[config.mk]
export PLATFORM = sky130hd
export DESIGN_NAME = gripper_servo_ramp_controller
export DESIGN_NICKNAME = d
export VERILOG_FILES = /design/src/hdl/gsrc_pkg.sv /design/src/hdl/gsrc_div.sv /design/src/hdl/gripper_servo_ramp_controller.sv
export SDC_FILE = /design/constraint.sdc
export NUM_CORES = 1
export LEC_CHECK = 0
export BUFFER_PORTS_ARGS = -buffer_cell sky130_fd_sc_hd__clkbuf_2
export CORE_ASPECT_RATIO = 0.8
export CORE_MARGIN = 4
export CORE_UTILIZATION = 40
export CTS_BUF_LIST = sky130_fd_sc_hd__clkbuf_16
export CTS_CLUSTER_DIAMETER = 60
export DETAILED_ROUTE_END_ITERATION = 8
export HOLD_SLACK_MARGIN = 0.03
export PLACE_DENSITY = 0.56
export SLEW_MARGIN = 20
export SYNTH_ARGS = -nofsm -noshare
export SYNTH_HDL_FRONTEND = slang
export SYNTH_SLANG_ARGS = --single-unit
[constraint.sdc]
create_clock -name clock -period 10.6 [get_ports clock]
set_clock_uncertainty 0.2 [all_clocks]
set_input_delay 1.06 -clock clock [delete_from_list [all_inputs] [get_ports clock]]
set_output_delay 1.06 -clock clock [all_outputs]
set_load 0.05 [all_outputs]
[src/hdl/gsrc_pkg.sv]
// ----------------------------------------------------------------------------
// gsrc_pkg
// Shared types, codes and widths of the gripper servo ramp controller.
// ----------------------------------------------------------------------------
`default_nettype none

package gsrc_pkg;

   localparam int AngleWidth    = 8;
   localparam int PeriodWidth   = 16;
   localparam int TimeWidth     = 32;
   localparam int ForceWidth    = 10;
   localparam int AdcBits       = 10;
   localparam int DividendWidth = AngleWidth + TimeWidth;
   localparam int DivisorWidth  = PeriodWidth;
   localparam int CsrIndexWidth = 3;
   localparam int CsrDataWidth  = PeriodWidth;

   localparam logic [AngleWidth-1:0]  AngleCeiling   = 8'd180;
   localparam logic [AngleWidth-1:0]  ForceThreshold = 8'd180;
   localparam logic [TimeWidth-1:0]   SampleSpacing  = 32'd50;
   localparam logic [PeriodWidth-1:0] DefaultPeriod  = 16'd1000;

   localparam logic [1:0] FuncGrab   = 2'd0;
   localparam logic [1:0] FuncSample = 2'd1;
   localparam logic [1:0] FuncEnable = 2'd2;
   localparam logic [1:0] FuncReset  = 2'd3;

   localparam logic [1:0] PhaseIdle      = 2'd0;
   localparam logic [1:0] PhaseClosing   = 2'd1;
   localparam logic [1:0] PhaseHolding   = 2'd2;
   localparam logic [1:0] PhaseReopening = 2'd3;

   localparam logic [CsrIndexWidth-1:0] CsrMinAngle    = 3'd0;
   localparam logic [CsrIndexWidth-1:0] CsrMaxAngle    = 3'd1;
   localparam logic [CsrIndexWidth-1:0] CsrStartAngle  = 3'd2;
   localparam logic [CsrIndexWidth-1:0] CsrIncreaseDir = 3'd3;
   localparam logic [CsrIndexWidth-1:0] CsrGrabPeriod  = 3'd4;
   localparam logic [CsrIndexWidth-1:0] CsrTargetAngle = 3'd5;

   typedef struct packed {
      logic [1:0]            func;
      logic [TimeWidth-1:0]  now_ms;
      logic [ForceWidth-1:0] force_sample;
   } req_type;

   typedef struct packed {
      logic                  write_valid;
      logic [AngleWidth-1:0] servo_angle;
      logic [1:0]            grab_phase;
      logic                  grab_active;
      logic [AngleWidth-1:0] force_level;
   } rsp_type;

endpackage

`default_nettype wire

[src/hdl/gsrc_div.sv]
// ----------------------------------------------------------------------------
// gsrc_div
// Restoring divider, one quotient bit per cycle, for the ramp quotient.
// ----------------------------------------------------------------------------
`default_nettype none

module gsrc_div (
   input  wire logic                                  clock,
   input  wire logic                                  reset,
   input  wire logic                                  start,
   input  wire logic [gsrc_pkg::DividendWidth-1:0]    dividend,
   input  wire logic [gsrc_pkg::DivisorWidth-1:0]     divisor,
   output logic                                       busy,
   output logic                                       done,
   output logic [gsrc_pkg::DividendWidth-1:0]         quotient
);

   localparam int CountWidth = $clog2(gsrc_pkg::DividendWidth);
   localparam logic [CountWidth-1:0] LastCount = CountWidth'(gsrc_pkg::DividendWidth - 1);

   logic                                   busy_ff, busy_in;
   logic [CountWidth-1:0]                  count_ff, count_in;
   logic [gsrc_pkg::DivisorWidth-1:0]      rem_ff, rem_in;
   logic [gsrc_pkg::DivisorWidth-1:0]      dvs_ff, dvs_in;
   logic [gsrc_pkg::DividendWidth-1:0]     quo_ff, quo_in;
   logic [gsrc_pkg::DivisorWidth:0]        trial;
   logic                                   fits;

   always_comb begin
      trial    = {rem_ff, quo_ff[gsrc_pkg::DividendWidth-1]};
      fits     = trial >= {1'b0, dvs_ff};
      busy_in  = busy_ff;
      count_in = count_ff;
      rem_in   = rem_ff;
      dvs_in   = dvs_ff;
      quo_in   = quo_ff;
      if (start) begin
         busy_in  = 1'b1;
         count_in = '0;
         rem_in   = '0;
         dvs_in   = divisor;
         quo_in   = dividend;
      end else if (busy_ff) begin
         rem_in   = fits ? gsrc_pkg::DivisorWidth'(trial - {1'b0, dvs_ff})
                         : trial[gsrc_pkg::DivisorWidth-1:0];
         quo_in   = {quo_ff[gsrc_pkg::DividendWidth-2:0], fits};
         count_in = count_ff + 1'b1;
         if (count_ff == LastCount) begin
            busy_in = 1'b0;
         end
      end
   end

   always_ff @(posedge clock) begin
      if (reset) begin
         busy_ff  <= 1'b0;
         count_ff <= '0;
      end else begin
         busy_ff  <= busy_in;
         count_ff <= count_in;
      end
      rem_ff <= rem_in;
      dvs_ff <= dvs_in;
      quo_ff <= quo_in;
   end

   assign busy     = busy_ff;
   assign done     = busy_ff && (count_ff == LastCount);
   assign quotient = quo_ff;

endmodule

`default_nettype wire

[src/hdl/gripper_servo_ramp_controller.sv]
// ----------------------------------------------------------------------------
// gripper_servo_ramp_controller
// Gripper servo sequencer: ramps the servo angle toward a target and back,
// freezes it on a confirmed force reading, one result per request.
// ----------------------------------------------------------------------------
// A grab step that ramps (closing or reopening) holds the block from its
// accepting edge through these steps, in order. The multiply state forms the
// span-times-elapsed product. The divide state loads the restoring divider.
// The divider then works out the 40-bit quotient, one bit a cycle. The commit
// state computes the angle and loads the output register, then returns to
// idle, where the next request can be accepted. Every other request goes
// from idle straight to the commit state, which loads the output register
// and returns to idle. The commit state stalls while the output register
// still holds a response that is not taken.
// A new request is taken once the previous one has been placed in the output
// register, even while that result still waits to be taken.
`default_nettype none

module gripper_servo_ramp_controller (
   input  wire logic                                 clock,
   input  wire logic                                 reset,
   input  wire logic                                 req_valid,
   output logic                                      req_ready,
   input  wire gsrc_pkg::req_type                    req_data,
   output logic                                      rsp_valid,
   input  wire logic                                 rsp_ready,
   output gsrc_pkg::rsp_type                         rsp_data,
   input  wire logic                                 csr_we,
   input  wire logic [gsrc_pkg::CsrIndexWidth-1:0]   csr_index,
   input  wire logic [gsrc_pkg::CsrDataWidth-1:0]    csr_wdata
);

   typedef enum logic [1:0] {StIdle, StMul, StDiv, StCommit} state_type;

   localparam int AW = gsrc_pkg::AngleWidth;
   localparam int TW = gsrc_pkg::TimeWidth;
   localparam int XW = AW + 3;

   state_type                            state_ff, state_in;
   gsrc_pkg::req_type                    req_ff, req_in;
   logic [gsrc_pkg::DividendWidth-1:0]   prod_ff, prod_in;
   logic                                 rsp_valid_ff, rsp_valid_in;
   gsrc_pkg::rsp_type                    rsp_data_ff, rsp_data_in;

   logic [AW-1:0]                        min_ff, max_ff, start_ff, target_ff;
   logic                                 inc_ff;
   logic [gsrc_pkg::PeriodWidth-1:0]     period_ff;

   logic [1:0]                           phase_ff, phase_in;
   logic                                 active_ff, active_in;
   logic                                 armed_ff, armed_in;
   logic [TW-1:0]                        ramp_ms_ff, ramp_ms_in;
   logic [TW-1:0]                        sample_ms_ff, sample_ms_in;
   logic [AW-1:0]                        held_ff, held_in;
   logic [AW-1:0]                        force_ff, force_in;

   logic                                 div_start, div_busy, div_done;
   logic [gsrc_pkg::DividendWidth-1:0]   div_quo;
   logic [gsrc_pkg::PeriodWidth-1:0]     period_eff;
   logic [TW-1:0]                        gap;
   logic                                 needs_ramp;
   logic                                 slot_free;
   logic [AW-1:0]                        open_angle;
   logic [AW-1:0]                        step;
   logic signed [XW-1:0]                 delta, base, ramp_x;
   logic [AW-1:0]                        ramp_ang;
   logic                                 ramp_turn;
   logic [AW+gsrc_pkg::ForceWidth-1:0]   scaled;
   logic                                 wr;
   logic [AW-1:0]                        ang;

   assign period_eff = (period_ff == '0) ? gsrc_pkg::DefaultPeriod : period_ff;

   gsrc_div u_div (
      .clock    (clock),
      .reset    (reset),
      .start    (div_start),
      .dividend (prod_ff),
      .divisor  (period_eff),
      .busy     (div_busy),
      .done     (div_done),
      .quotient (div_quo)
   );

   assign div_start = (state_ff == StDiv) && !div_busy;
   assign slot_free = !rsp_valid_ff || rsp_ready;
   assign req_ready = (state_ff == StIdle);
   assign needs_ramp = (req_data.func == gsrc_pkg::FuncGrab) && active_ff &&
                       ((phase_ff == gsrc_pkg::PhaseClosing) ||
                        (phase_ff == gsrc_pkg::PhaseReopening));

   always_comb begin
      if (start_ff < min_ff) begin
         open_angle = min_ff;
      end else if (start_ff > max_ff) begin
         open_angle = max_ff;
      end else begin
         open_angle = start_ff;
      end
   end

   // ramp angle from the divider quotient
   always_comb begin
      gap    = req_ff.now_ms - ramp_ms_ff;
      step   = (div_quo > gsrc_pkg::DividendWidth'(gsrc_pkg::AngleCeiling)) ?
               gsrc_pkg::AngleCeiling : div_quo[AW-1:0];
      delta  = inc_ff ? $signed({3'b000, step}) : -$signed({3'b000, step});
      base   = (phase_ff == gsrc_pkg::PhaseClosing) ? $signed({3'b000, open_angle})
                                                    : $signed({3'b000, target_ff});
      ramp_x = (phase_ff == gsrc_pkg::PhaseClosing) ? base + delta : base - delta;
      if (ramp_x < $signed({3'b000, min_ff})) begin
         ramp_ang = min_ff;
      end else if (ramp_x > $signed({3'b000, max_ff})) begin
         ramp_ang = max_ff;
      end else begin
         ramp_ang = ramp_x[AW-1:0];
      end
      if (phase_ff == gsrc_pkg::PhaseClosing) begin
         ramp_turn = inc_ff ? (ramp_ang >= target_ff) : (ramp_ang <= target_ff);
      end else begin
         ramp_turn = inc_ff ? (ramp_ang <= open_angle) : (ramp_ang >= open_angle);
      end
      scaled = {req_ff.force_sample, 8'd0} - {8'd0, req_ff.force_sample};
   end

   always_comb begin
      state_in     = state_ff;
      req_in       = req_ff;
      prod_in      = prod_ff;
      rsp_valid_in = rsp_valid_ff;
      rsp_data_in  = rsp_data_ff;
      phase_in     = phase_ff;
      active_in    = active_ff;
      armed_in     = armed_ff;
      ramp_ms_in   = ramp_ms_ff;
      sample_ms_in = sample_ms_ff;
      held_in      = held_ff;
      force_in     = force_ff;
      wr           = 1'b0;
      ang          = '0;

      if (rsp_valid_ff && rsp_ready) begin
         rsp_valid_in = 1'b0;
      end

      unique case (state_ff)
         StIdle: begin
            if (req_valid) begin
               req_in   = req_data;
               state_in = needs_ramp ? StMul : StCommit;
            end
         end
         StMul: begin
            prod_in  = (max_ff > min_ff) ? (gsrc_pkg::DividendWidth'(max_ff - min_ff) * gap)
                                         : '0;
            state_in = StDiv;
         end
         StDiv: begin
            if (div_done) begin
               state_in = StCommit;
            end
         end
         StCommit: begin
            if (slot_free) begin
               unique case (req_ff.func)
                  gsrc_pkg::FuncGrab: begin
                     if (active_ff) begin
                        wr = 1'b1;
                        unique case (phase_ff)
                           gsrc_pkg::PhaseIdle: begin
                              phase_in   = gsrc_pkg::PhaseClosing;
                              ang        = open_angle;
                              ramp_ms_in = req_ff.now_ms;
                           end
                           gsrc_pkg::PhaseHolding: begin
                              ang       = held_ff;
                              active_in = 1'b0;
                           end
                           gsrc_pkg::PhaseClosing: begin
                              ang     = ramp_ang;
                              held_in = ramp_ang;
                              if (ramp_turn) begin
                                 phase_in   = gsrc_pkg::PhaseReopening;
                                 ramp_ms_in = req_ff.now_ms;
                              end
                           end
                           default: begin
                              ang     = ramp_ang;
                              held_in = ramp_ang;
                              if (ramp_turn) begin
                                 phase_in   = gsrc_pkg::PhaseIdle;
                                 active_in  = 1'b0;
                                 ramp_ms_in = req_ff.now_ms;
                              end
                           end
                        endcase
                     end
                  end
                  gsrc_pkg::FuncSample: begin
                     if ((req_ff.now_ms - sample_ms_ff) > gsrc_pkg::SampleSpacing) begin
                        sample_ms_in = req_ff.now_ms;
                        force_in     = scaled[gsrc_pkg::AdcBits +: AW];
                        if ((phase_ff == gsrc_pkg::PhaseClosing) && active_ff &&
                            (scaled[gsrc_pkg::AdcBits +: AW] > gsrc_pkg::ForceThreshold)) begin
                           if (armed_ff) begin
                              armed_in = 1'b0;
                              phase_in = gsrc_pkg::PhaseHolding;
                           end else begin
                              armed_in = 1'b1;
                           end
                        end
                     end
                  end
                  gsrc_pkg::FuncEnable: begin
                     active_in = 1'b1;
                  end
                  default: begin
                     phase_in  = gsrc_pkg::PhaseIdle;
                     active_in = 1'b0;
                     armed_in  = 1'b0;
                     wr        = 1'b1;
                     ang       = open_angle;
                  end
               endcase
               rsp_valid_in            = 1'b1;
               rsp_data_in.write_valid = wr;
               rsp_data_in.servo_angle = ang;
               rsp_data_in.grab_phase  = phase_in;
               rsp_data_in.grab_active = active_in;
               rsp_data_in.force_level = force_in;
               state_in                = StIdle;
            end
         end
         default: begin
            state_in = StIdle;
         end
      endcase
   end

   always_ff @(posedge clock) begin
      if (reset) begin
         state_ff     <= StIdle;
         rsp_valid_ff <= 1'b0;
         phase_ff     <= gsrc_pkg::PhaseIdle;
         active_ff    <= 1'b0;
         armed_ff     <= 1'b0;
         ramp_ms_ff   <= '0;
         sample_ms_ff <= '0;
         held_ff      <= '0;
         force_ff     <= '0;
         min_ff       <= 8'd0;
         max_ff       <= 8'd180;
         start_ff     <= 8'd90;
         inc_ff       <= 1'b1;
         period_ff    <= 16'd90;
         target_ff    <= 8'd90;
      end else begin
         state_ff     <= state_in;
         rsp_valid_ff <= rsp_valid_in;
         phase_ff     <= phase_in;
         active_ff    <= active_in;
         armed_ff     <= armed_in;
         ramp_ms_ff   <= ramp_ms_in;
         sample_ms_ff <= sample_ms_in;
         held_ff      <= held_in;
         force_ff     <= force_in;
         if (csr_we) begin
            unique case (csr_index)
               gsrc_pkg::CsrMinAngle:    min_ff    <= csr_wdata[AW-1:0];
               gsrc_pkg::CsrMaxAngle:    max_ff    <= csr_wdata[AW-1:0];
               gsrc_pkg::CsrStartAngle:  start_ff  <= csr_wdata[AW-1:0];
               gsrc_pkg::CsrIncreaseDir: inc_ff    <= csr_wdata[0];
               gsrc_pkg::CsrGrabPeriod:  period_ff <= csr_wdata;
               gsrc_pkg::CsrTargetAngle: target_ff <= csr_wdata[AW-1:0];
               default: ;
            endcase
         end
      end
      req_ff      <= req_in;
      prod_ff     <= prod_in;
      rsp_data_ff <= rsp_data_in;
   end

   assign rsp_valid = rsp_valid_ff;
   assign rsp_data  = rsp_data_ff;

   a_div_blocks_req: assert property (@(posedge clock) disable iff (reset)
      div_busy |-> !req_ready)
      else $error("request taken while divider busy");

   a_done_in_div: assert property (@(posedge clock) disable iff (reset)
      div_done |-> (state_ff == StDiv))
      else $error("divider finished outside divide state");

   a_no_cmd_zero_angle: assert property (@(posedge clock) disable iff (reset)
      (rsp_valid_ff && !rsp_data_ff.write_valid) |-> (rsp_data_ff.servo_angle == '0))
      else $error("angle set without a command");

   a_holding_disarmed: assert property (@(posedge clock) disable iff (reset)
      (phase_ff == gsrc_pkg::PhaseHolding) |-> !armed_ff)
      else $error("force still armed while holding");

endmodule

`default_nettype wire
==> results of run 1 <==
layout by cell type, fill, tap and decap left out, types with 13 or more instances in the layout:
master | synthesis | routed
inv_1 | 332 | 338
nor2_1 | 277 | 275
o21ai_0 | 140 | 140
o21bai_1 | 13 | 13
xor2_1 | 50 | 49
fa_1 | 216 | 216
nor4_1 | 25 | 25
a21oi_1 | 196 | 196
clkbuf_2 | 0 | 88
or3_1 | 15 | 15
and2_1 | 29 | 28
o21a_1 | 24 | 24
o31ai_1 | 17 | 17
ha_1 | 242 | 241
nand4_1 | 31 | 31
a31oi_1 | 21 | 21
xnor2_1 | 84 | 80
o22ai_1 | 15 | 14
mux2_2 | 45 | 45
nor2b_1 | 40 | 40
mux2i_1 | 62 | 62
o211ai_1 | 29 | 29
buf_4 | 2 | 35
dfxtp_1 | 159 | 159
nand2b_1 | 78 | 78
nand2_1 | 368 | 368
nand3_1 | 96 | 96
clkbuf_16 | 0 | 39
nor3_1 | 53 | 52
a21o_1 | 60 | 60
edfxtp_1 | 160 | 160
and3_1 | 13 | 13
cells in the mapped netlist, types with 8 or more instances:
cell,number
nand2_1,368
inv_1,332
nor2_1,277
ha_1,242
fa_1,216
a21oi_1,196
edfxtp_1,160
dfxtp_1,159
o21ai_0,140
clkbuf_1,117
nand3_1,96
xnor2_1,84
nand2b_1,78
mux2i_1,62
a21o_1,60
nor3_1,53
xor2_1,50
mux2_2,45
nor2b_1,40
nand4_1,31
and2_1,29
o211ai_1,29
nor4_1,25
o21a_1,24
a31oi_1,21
o31ai_1,17
o22ai_1,15
or3_1,15
a211oi_1,13
and3_1,13
o21bai_1,13
a221oi_1,12
o21ai_1,10
or2_2,10
a2111oi_0,8
a211o_1,8
nor3_2,8
o2111ai_1,8
registers in the layout, indices dropped and copies added (netlist names), 6 cells and up:
register and cells:
req_ff 44, prod_ff 40, u_div.quotient 40, ramp_ms_ff 32
sample_ms_ff 32, rsp_data 20, period_ff 16, u_div.dvs_ff 16
u_div.rem_ff 16, force_ff 8, held_ff 8, max_ff 8
min_ff 8, start_ff 8, target_ff 8, u_div.count_ff 6
through the flow:
step                setup slack (ns)  cells  utilization [%]
detailed placement             0.989   4132             42.5
global route                 0.00639   4203             44.4
global placement               0.993   4132             42.5
finish                         0.921   4203             44.4
floorplan                       1.76   3210                -
CTS                            0.975   4202             44.4
area by class of cell:
class	instances	area, um2	share of cell area [%]
Timing Repair Buffer	124	714	2.28
Inverter	335	1260	4.01
Clock buffer	39	976	3.11
Multi-Input combinational cell	2421	18900	60.4
Tap cell	934	1170	3.72
Sequential cell	319	7990	25.5
Clock inverter	31	337	1.07
critical path: cells and delay by family (launching register included):
kind / cells / cell delay [ns]
and+or+nand+nor: 16 / 3.17
AOI/OAI and AO/OA: 16 / 3.05
adders and majority gates: 4 / 1.17
buffers and inverters: 2 / 0.60
xor gates and xnor gates: 3 / 0.46
DFF: 1 / 0.42
muxes: 2 / 0.40
worst min-delay path by stage:
stage                                             start                              to  cells past startpoint
after floorplan           u_div.rem_ff[15]$_SDFFE_PP0P_   u_div.rem_ff[15]$_SDFFE_PP0P_                      1
after global placement        period_ff[9]$_SDFFE_PP0P_       period_ff[9]$_SDFFE_PP0P_                      2
after detailed placement     period_ff[12]$_SDFFE_PP0P_  u_div.dvs_ff[12]$_SDFFCE_PN0P_                      0
after CTS                    period_ff[11]$_SDFFE_PP0P_  u_div.dvs_ff[11]$_SDFFCE_PN0P_                      0
after global routing         period_ff[15]$_SDFFE_PP0P_  u_div.dvs_ff[15]$_SDFFCE_PN0P_                      0
final                        period_ff[10]$_SDFFE_PP0P_  u_div.dvs_ff[10]$_SDFFCE_PN0P_                      0
routing by layer:
layer | routed length (um) | global-route usage [%]
met5 | 0 | 0
met4 | 1450 | 4.73
met3 | 4260 | 3.25
met2 | 31900 | 29.3
met1 | 38600 | 30.3
cells by family after synthesis:
logic type	after synthesis	share of synthesized area, %
fa+ha+maj	458	25.7
compound gates	647	14.5
xor+xnor	134	4.10
flops	319	27.9
simple gates	1075	17.6
buf+inv	470	6.30
mux	107	3.94
==> out/qor.yml, run 1 <==
status: "finished clean"
ant_nets: 0
synth_ff_type: "edfxtp_1"
timing.hold.ws_ns: 0.270
cts_hold_buf: 0
area_delta_synth_final_pct: 9.60
htree_levels: 2
clkSinkCount: 319
pin_count: 90
worstMarginPinSlew_ns: 1.03
synth-seq-area-share_pct: 27.9
yosysWarnings: 0
drive_above_1_share_pct: 8.60
synth_area_mm2: 0.0286
core_area_mm2: 0.0706
worstRegToRegCells: 43
grt_pass1_vias: 21659
antenna_found_initial: 0
cp-endpoint: "ramp_ms_ff[19]$_SDFFE_PP0P_"
detail_route.wl_per_cell_um: 18.1
syn_area_per_cell_um2: 8.92
gp_congestion: 0.903
grt_pass1_wl_um: 122000
r2r_slack_ns: 0.92
slew_headroom_pct: 30.5
track_usage_pct: 19.9
finalCritPeriodShare_pct: 91.3
start_kind: "flop"
timing.fmax_mhz: 103
vias: 22633
dieWidth_um: 307
fin_nets: 3765
critPathKind: "flop to flop"
synth_fp_nets: 3736
netlist_top_cells_area: "edfxtp_1 (17%), fa_1 (15%), dfxtp_1 (11%)"
cts_resized: 0
worstReg2RegEnd: "ramp_ms_ff[19]$_SDFFE_PP0P_"
required_ns: 10.83
diodes: 0
dieArea_mm2: 0.0759
cp_slowest_cell: "or4_1"
first_iter_violations: 1591
clk_pin_slew_ns: 0.06
finalHoldViolCount: 0
rsz0062_at_grt: "false"
arrival_ns: 9.91
startpoint: "u_div.quotient[39]$_DFFE_PP_"
wl_um: 76200
ys_ff_latch: 319
via_per_inst: 5.38
hold_class: "flop to flop"
drv_cap: 0
drc: 0
overflow: 0
grt_max_degree: 74
finalMaxSlewViolations: 0
crit_top_cell: "a21oi_1"
cts_buffers: 38
setup_viol: 0
fillCellCount: 6999
clk_latency_ns: 0.59
post-route-min-period_ns: 9.68
die_height_um: 247
hpwl_um: 58000
r2r_start: "u_div.quotient[39]$_DFFE_PP_"
postPlaceCellArea_mm2: 0.0300
finalSetupTns_ns: 0
cts_root_buf: "clkbuf_16"
yosys.area.top_type: "edfxtp_1"
cts_setup_buffers: 0
clk_path_buf_depth: 3
placementRows: 87
syn_inst: 3210
slowest_delay_ns: 0.66
cp-end-kind: "flop"
yosysTopAreaCellShare_pct: 16.8
yosysUniqueCellTypes: 87
portBuffers: 89
crit_fanout: 32
start_util_pct: 40.5
synth_edf_count: 160
final_area_mm2: 0.0314
dr.pass1.iters: 5
cts_tree: "built"
postSynth.asyncResetShare_pct: 0
Power of run 1 is left out: the tool's default activity adds up to more than one toggle a clock period on the data nets, which glitch-free logic cannot reach.
==> run 2: changes to the inputs <==
- REMOVE_ABC_BUFFERS: default -> 1
==> out/qor.yml, run 2 (same netlist as run 1, synthesis figures left out) <==
cts_resized: 0  # unchanged
r2r_start: "u_div.quotient[34]$_DFFE_PP_"  # was u_div.quotient[39]$_DFFE_PP_
hold_class: "flop to flop"  # unchanged
gp_congestion: 0.904  # was 0.903
dr_wl_met2_um: 32200  # was 31900 um
crit_fanout: 32  # unchanged
highest_layer: "met4"  # unchanged
dieWidth_um: 307  # unchanged
clkSinkCount: 319  # unchanged
cts_root_buf: "clkbuf_16"  # unchanged
whs_path_depth: 0  # unchanged
placementRows: 87  # unchanged
slew_headroom_pct: 24.9  # was 30.5%
grt_max_degree: 59  # was 74
start_kind: "flop"  # unchanged
largest_reg_flops: 44  # unchanged
pin_count: 90  # unchanged
via_per_inst: 5.41  # was 5.38
multiInputGateArea_mm2: 0.0190  # was 0.0189 mm2
antenna_found_initial: 2  # was 0
min_to: "u_div.dvs_ff[12]$_SDFFCE_PN0P_"  # was u_div.dvs_ff[10]$_SDFFCE_PN0P_
area.sequential_mm2: 0.00799  # unchanged
clk_latency_ns: 0.59  # about the same
wl_met3_um: 3920  # was 4260 um
cts_hold_buf: 0  # unchanged
drive_above_1_share_pct: 8.56  # was 8.60%
grt_pass1_vias: 21796  # was 21659
final_cell_mix: "nand2_1 (368), inv_1 (342), nor2_1 (275), ha_1 (241), fa_1 (215)"  # was nand2_1 (368), inv_1 (338), nor2_1 (275), ha_1 (241), fa_1 (216)
clk_pin_slew_ns: 0.06  # about the same
cp_slowest_cell: "nor4_1"  # was or4_1
fin_util_pct: 44.4  # about the same
setup_viol: 0  # unchanged
fillCellCount: 6992  # was 6999
diodes: 0  # unchanged
detail_route.wl_per_cell_um: 17.5  # was 18.1 um
cts_buffers: 42  # was 38
htree_levels: 2  # unchanged
finalMaxSlewViolations: 0  # unchanged
cts_setup_buffers: 0  # unchanged
hpwl_um: 56200  # was 58000 um
timing.fmax_mhz: 103  # about the same
grt_pass1_wl_um: 119000  # was 122000 um
largest_register: "req_ff"  # unchanged
worstRegToRegCells: 41  # was 43
vias: 22758  # was 22633
area_delta_synth_final_pct: 9.54  # was 9.60%
overflow: 0  # unchanged
rsz0062_at_grt: "false"  # unchanged
cp-end-kind: "flop"  # unchanged
start_util_pct: 40.5  # unchanged
finalCritPeriodShare_pct: 92.0  # was 91.3%
r2r_slack_ns: 0.85  # was 0.92 ns
wl_um: 73400  # was 76200 um
dieArea_mm2: 0.0759  # unchanged
cts_tree: "built"  # unchanged
core_area_mm2: 0.0706  # unchanged
first_iter_violations: 1808  # was 1591
drc: 0  # unchanged
worstMarginPinSlew_ns: 1.12  # was 1.03 ns
portBuffers: 89  # unchanged
fin_nets: 3763  # was 3765
arrival_ns: 10.00  # was 9.91 ns
status: "finished clean"  # unchanged
final_common_cell: "nand2_1"  # unchanged
track_usage_pct: 19.3  # was 19.9%
slowest_delay_ns: 0.58  # was 0.66 ns
setup_ws_ns: 0.848  # was 0.921 ns
wl_met1_um: 35700  # was 38600 um
worstReg2RegEnd: "ramp_ms_ff[25]$_SDFFE_PP0P_"  # was ramp_ms_ff[19]$_SDFFE_PP0P_
clk_path_buf_depth: 3  # unchanged
post-route-min-period_ns: 9.75  # was 9.68 ns
critPathKind: "flop to flop"  # unchanged
dr.pass1.iters: 5  # unchanged
finalSetupTns_ns: 0  # unchanged
required_ns: 10.84  # was 10.83 ns
drv_cap: 0  # unchanged
hold_path_startpoint: "period_ff[12]$_SDFFE_PP0P_"  # was period_ff[10]$_SDFFE_PP0P_
timing.hold.ws_ns: 0.250  # was 0.270 ns
pre_cts_ws_ns: 0.874  # was 0.989 ns
startpoint: "u_div.quotient[34]$_DFFE_PP_"  # was u_div.quotient[39]$_DFFE_PP_
ant_nets: 0  # unchanged
finalHoldViolCount: 0  # unchanged
die_height_um: 247  # unchanged
==> run 2: worst max path at each step <==
| stage | endpoint | slack, ns | cells after the start |
|---|---|---|---|
| floorplan | ramp_ms_ff[0]$_SDFFE_PP0P_ | -1.94 | 38 |
| global placement | ramp_ms_ff[24]$_SDFFE_PP0P_ | 1.07 | 43 |
| detailed placement | ramp_ms_ff[1]$_SDFFE_PP0P_ | 0.87 | 43 |
| CTS | ramp_ms_ff[30]$_SDFFE_PP0P_ | 0.83 | 41 |
| global route | ramp_ms_ff[21]$_SDFFE_PP0P_ | 0.005 | 42 |
| finish | ramp_ms_ff[25]$_SDFFE_PP0P_ | 0.85 | 41 |
==> run 2: routing by layer <==
| metal | vias up | track usage [%] |
|---|---|---|
| met3 | 89 | 2.89 |
| li1 | 11106 | - |
| met2 | 592 | 29.8 |
| met1 | 10971 | 28.5 |
| met4 | 0 | 4.71 |
| met5 | - | 0 |
==> run 2: critical path: cells and delay by family, from the launching register on <==
family          cells  cell delay [ns]
fa+ha+maj           4             1.25
mux                 2             0.39
simple gates       12             2.53
buf+inv             4             0.82
compound gates     17             3.73
xor+xnor            2             0.25
flops               1             0.39
==> run 2: cell type report <==
cell class / instances / share of cell area, %
well taps: 934 / 3.73
repair buffers: 118 / 2.13
multi-input cells: 2421 / 60.4
inverters: 335 / 4.01
flip-flops and latches: 319 / 25.5
clock inverters: 34 / 0.702
clock buffers: 44 / 3.51
==> run 2: metrics by stage <==
step	instance area [um2]	instances
6_report	31400	4205
3_5_place_dp	30000	4127
3_3_place_gp	30000	4127
4_1_cts	31300	4205
5_1_grt	31400	4205
2_1_floorplan	28100	3075
Power of run 2 is left out for the same reason.
